`config.mk`:
```
export PLATFORM = sky130hd
export DESIGN_NAME = fir_lc_sum
export DESIGN_NICKNAME = d
export VERILOG_FILES = /design/src/rtl/fir_lc_pkg.sv /design/src/rtl/fir_lc_sum.sv
export SDC_FILE = /design/constraint.sdc
export NUM_CORES = 1
export LEC_CHECK = 0
export BUFFER_PORTS_ARGS = -buffer_cell sky130_fd_sc_hd__buf_2
export CORE_ASPECT_RATIO = 1.25
export CORE_UTILIZATION = 35
export DETAILED_ROUTE_END_ITERATION = 16
export PLACE_DENSITY = 0.56
export SLEW_MARGIN = 20
export SYNTH_ARGS = -nofsm -noshare
export SYNTH_HDL_FRONTEND = slang
export SYNTH_SLANG_ARGS = --single-unit
```
`constraint.sdc`:
```
create_clock -name i_clk -period 9.4 [get_ports i_clk]
set_input_delay 1.88 -clock i_clk [delete_from_list [all_inputs] [get_ports i_clk]]
set_output_delay 1.88 -clock i_clk [all_outputs]
set_load 0.05 [all_outputs]
```
`src/rtl/fir_lc_pkg.sv`:
```
`default_nettype none

package fir_lc_pkg;

    localparam int DATA_W     = 16;
    localparam int IDX_W      = 4;
    localparam int CFG_W      = 5;
    localparam int PROD_W     = 2 * DATA_W;
    localparam int RES_W      = 40;
    localparam int S_TDATA_W  = 24;
    localparam int M_TDATA_W  = 40;

    localparam logic CMD_LOAD   = 1'b0;
    localparam logic CMD_SAMPLE = 1'b1;

    localparam logic [CFG_W-1:0] TAPS_RESET = 5'd1;

    typedef struct packed {
        logic valid;
        logic last;
    } t_stage_ctl;

endpackage

`default_nettype wire

```
`src/rtl/fir_lc_sum.sv`:
```
`default_nettype none

module fir_lc_sum #(
    parameter int MAX_TAPS = 16
) (
    input  wire logic                                  i_clk,
    input  wire logic                                  i_rst_n,
    input  wire logic signed [fir_lc_pkg::PROD_W-1:0]  i_prod [MAX_TAPS],
    input  wire fir_lc_pkg::t_stage_ctl                i_ctl,
    output logic                                       o_adv,
    output logic                                       o_m_tvalid,
    input  wire logic                                  i_m_tready,
    output logic signed [fir_lc_pkg::RES_W-1:0]        o_result,
    output logic                                       o_last
);

    localparam int NG = (MAX_TAPS + 3) / 4;

    logic signed [fir_lc_pkg::RES_W-1:0] r_part [NG];
    logic signed [fir_lc_pkg::RES_W-1:0] n_part [NG];
    logic signed [fir_lc_pkg::RES_W-1:0] n_total;
    logic signed [fir_lc_pkg::RES_W-1:0] r_out;
    fir_lc_pkg::t_stage_ctl              r_ctl1;
    fir_lc_pkg::t_stage_ctl              r_ctl_out;

    // whole pipe moves when the output register is empty or being taken
    assign o_adv = !r_ctl_out.valid || i_m_tready;

    // groups of four products per partial sum
    always_comb begin
        for (int g = 0; g < NG; g++) begin
            n_part[g] = '0;
            for (int j = 0; j < 4; j++) begin
                if (g * 4 + j < MAX_TAPS) begin
                    n_part[g] = n_part[g] + fir_lc_pkg::RES_W'(i_prod[g * 4 + j]);
                end
            end
        end
    end

    always_comb begin
        n_total = '0;
        for (int g = 0; g < NG; g++) begin
            n_total = n_total + r_part[g];
        end
    end

    always_ff @(posedge i_clk) begin
        if (!i_rst_n) begin
            r_ctl1    <= '0;
            r_ctl_out <= '0;
        end else if (o_adv) begin
            r_ctl1    <= i_ctl;
            r_ctl_out <= r_ctl1;
        end
    end

    always_ff @(posedge i_clk) begin
        if (o_adv) begin
            r_part <= n_part;
            r_out  <= n_total;
        end
    end

    assign o_m_tvalid = r_ctl_out.valid;
    assign o_result   = r_out;
    assign o_last     = r_ctl_out.last;

    a_hold_mid: assert property (@(posedge i_clk) disable iff (!i_rst_n)
        (r_ctl1.valid && !o_adv) |=> r_ctl1.valid)
        else $error("partial sum word lost during stall");

endmodule

`default_nettype wire

```
Word-level counts from Yosys, hierarchy flattened

Index checks and enable logic that the tools add are counted.
Widths: inputs -> output; s select.

Register bits: 204
Word-level logic and storage cells: 26

Add/sub/neg operators: 15
Reduce and logical (&&, ||, !) cells: 2

Operators with widths:

| cell             | count |
|---|---|
| $add 34x32->35   | 4 |
| $add 33x32->34   | 4 |
| $add 32x32->33   | 4 |
| $add 40x40->40   | 3 |
| $logic_not 1->1  | 1 |
| $logic_or 1x1->1 | 1 |

Depth between registers and ports, before layout

Depth after elaboration: 3
Gate-level depth with buffers: 16

Least setup slack after synthesis

OpenSTA, ideal clock, no wires.

Path type: input to output
Start: input port i_m_tready
End: output port o_adv
Arrival time: 7.384 ns
Slack: 0.136 ns
Stages on the path: 2
Path buffers: 1
Cell sequence: nand2b_1 > clkbuf_1

Cells in the longest elaborated chain, start to end: 1

RTL lines:

| element          | RTL line         | RTL |
|---|---|---|
| start, declared  | fir_lc_sum.sv:12 | `input wire logic i_m_tready,` |
| $logic_or 1x1->1 | fir_lc_sum.sv:27 | `assign o_adv = !r_ctl_out.valid \|\| i_m_tready;` |
| end, declared    | fir_lc_sum.sv:10 | `output logic o_adv,` |

Every way passes these cells.

==> results.py <==
metrics = {
    "status": {
        "run_status": "complete, no violations",
    },
    "logic_synthesis": {
        "synth_largest_area_cell": "fa_1",
        "post_synth_most_frequent_cells": "inv_1, fa_1, edfxtp_1",
        "ys.warnings.count": 0,
        "netlist_instances": 2636,
        "synthMostInstantiatedCell": "inv_1",
        "syn_avg_cell_area_um2": 9.09,
        "synth.lib_cells_used.distinct": 60,
        "syn-num-nets": 3657,
        "synthArstFlopShare": 0,
        "netlist_area_mm2": 0.0240,
        "synth-edff-count": 180,
        "yosys_register_bits": 184,
        "post_synth_main_area_contributors": "fa_1, edfxtp_1, inv_1",
        "netlist.area_leader.share": 0.277,
        "dominantRegCellSynth": "edfxtp_1",
        "synth_sequential_area_ratio": 0.229,
    },
    "routing": {
        "top_layer_in_use": "met4",
        "met2_wl_post_dr_um": 33700,
        "dr.first_iter.drc_count": 753,
        "dr_wl_met3_um": 2780,
        "routed_wire_length_um": 61700,
        "avgViaCountPerCell": 4.56,
        "drc_errors": 0,
        "vias": 18500,
        "ant_nets": 0,
        "routed_wire_length_per_instance_um": 15.2,
        "detail_route.wirelength.met1_um": 24000,
        "detail_route.first_pass.iterations": 7,
    },
    "clock_network": {
        "post_cts_buffers": 0,
        "clock_path_buffers": 2,
        "postCtsResizedCells": 0,
        "tritoncts": "built",
        "holdBufCountCts": 0,
        "cts-buffers-inserted": 17,
        "htree_num_levels": 4,
        "cts_root_buf": "clkbuf_16",
        "path_clk_slew_ps": 80,
        "cts_num_sinks": 184,
        "clock_network_latency_to_the_later_pin_of_the_worst_skew_pair_ps": 480,
    },
    "timing": {
        "slew_viol_final": 0,
        "finClkSkew_ps": 12.9,
        "finalHoldWorstSlack_ps": 462,
        "rsz0062_at_grt": "no",
        "crit_path_time_final_ps": 5780,
        "timing.fmax_mhz": 173,
        "worstMarginPinSlew_ps": 996,
        "timing.final.crit_share": 0.615,
        "finalSetupViolCount": 0,
        "relSlewSlack": 0.336,
        "timing.final.hold_violations": 0,
        "final.setup.tns_ps": 0,
    },
    "floorplan": {
        "height_of_the_die_um": 295,
        "die-width_um": 236,
        "initial_core_util": 0.356,
        "dieArea_mm2": 0.0695,
        "placeableCoreArea_mm2": 0.0672,
        "floorplan.rows": 106,
        "ioPinCount": 560,
    },
    "layout": {
        "drive_above_1_share": 0.189,
        "final.fill_count": 6912,
        "final_net_count": 4206,
        "instances_no_fill": 4062,
        "finalCoreUtilization": 0.423,
        "antennaDiodeCount": 0,
        "area_delta_synth_final_pct": 18.6,
    },
    "grt": {
        "track_usage": 0.181,
        "globalRouteOverflowTotal": 0,
        "grt_start_max_net_pins": 75,
        "antenna_found_initial": 0,
        "grt_pass1_vias": 18800,
        "grt_pass1_wl_um": 96300,
    },
    "worst_setup_path": {
        "slowest_stage": "a2111oi_0",
        "crit_family": "compound AO/OA/AOI/OAI gates",
        "cp_launch_type": "input pin",
        "kind_of_capture_point_of_the_worst_setup_path": "flip-flop",
        "path_common_cell": "inv_1",
        "path_cells": "buf_2 -> inv_1 -> fa_1 -> fa_1 -> inv_1 -> ha_1 -> inv_1 -> fa_1 -> inv_1 -> a21o_1 -> a21oi_1 -> o21ai_0 -> a21oi_1 -> o21ai_1 -> a2111oi_0 -> o31ai_1 -> xor2_1",
        "timing.critical_path.arrival_ps": 6000,
        "critPathMaxFanout": 4,
        "worst-endpoint-required_ps": 9620,
        "critical-path-max-stage-delay_ps": 670,
        "crit_path_buffers_inverters": 5,
        "worst-setup-path-type": "in -> reg",
    },
    "run": {
        "timing.max_cap.violations": 0,
    },
    "place": {
        "dp_hpwl_um": 54400,
        "routabilityCongestion": 0.865,
        "place.port_buffers": 559,
        "place_inst": 4030,
    },
    "hold_path": {
        "min-delay-path-class": "reg -> reg",
    },
}
## cell usage in the layout (no fill, tap or decap), drive strengths merged, types with 5 or more instances in the layout
cell     instances
o21ai           93
a31oi           16
a31o             5
nand2b          16
a41oi            6
ha             173
a21boi           8
a21oi          159
o2111ai          6
bufinv           6
o211ai          12
inv            963
a21o            90
fa             331
o31a             5
nor2            67
and3            15
xnor2           82
o31ai            5
clkbuf          19
nor3            10
o21bai          18
edfxtp         180
a221oi           5
nand4           26
nor2b           24
nand3           28
buf            561
xor2            70
nand2          105
and2            13
o21a            11
and4             6
a211oi          13
## cells by family (layout without fill, tap and decap cells)
family                   Yosys count  after routing  synth area share
AO/OA/AOI/OAI                    476            476             0.126
XOR/XNOR                         152            152            0.0556
adder cells (fa/ha/maj)          504            504             0.367
flip-flops                       184            184             0.229
AND/OR/NAND/NOR                  325            325            0.0659
buffers and inverters            991           1553             0.155
multiplexers                       4              4           0.00167
## sequential cells by signal, indices dropped and copies added, names as in the netlist
signal      flops
r_ctl1          2
o_last          1
r_part        140
o_m_tvalid      1
o_result       40
## worst register-to-register path, stage by stage (launching register included)
cell and delay [ps]:
edfxtp_1 390, inv_1 70, fa_1 500, inv_1 50, fa_1 490, ha_1 210
inv_1 80, fa_1 460, nand2b_1 180, a21o_1 170, a31oi_1 250, a31o_2 270
a31o_2 270, a211oi_1 150, o21ai_1 360, nand3_1 160, a41o_1 270
## layout make-up
cell class | instances | area [um2] | area share
repair buffers | 561 | 2810 | 0.0990
clock inverters | 13 | 240 | 0.00845
clock buffers | 19 | 443 | 0.0156
flip-flops and latches | 184 | 5490 | 0.193
inverters | 960 | 3600 | 0.127
well taps | 864 | 1080 | 0.0380
multi-input cells | 1461 | 14800 | 0.519
## per-layer routing
metal / track usage / vias to the layer above
li1: - / 9190
met1: 0.209 / 8841
met2: 0.344 / 462
met3: 0.0261 / 44
met4: 0.0478 / 0
met5: 0 / -
## path summary, 6_finish.rpt
path              startpoint  slack [ps]           end  cells past startpoint
setup / recovery   i_prod[1]        3620    r_part[33]                     17
hold / removal     r_ctl1[1]         460    o_m_tvalid                      2
setup reg to reg  r_part[41]        4830  o_result[39]                     16
hold reg to reg    r_ctl1[1]         460    o_m_tvalid                      2
## per-stage QoR
| step | cell area, um2 | worst slack, ps |
|---|---|---|
| 3_3_place_gp | 27700 | 3170 |
| 3_5_place_dp | 27700 | 3160 |
| 2_1_floorplan | 24000 | 136 |
| 6_report | 28400 | 3620 |
| 4_1_cts | 28400 | 3690 |
| 5_1_grt | 28400 | 3380 |
Power is not shown: default switching activity piles up to over one toggle a cycle in this logic, so the estimate is an artifact.
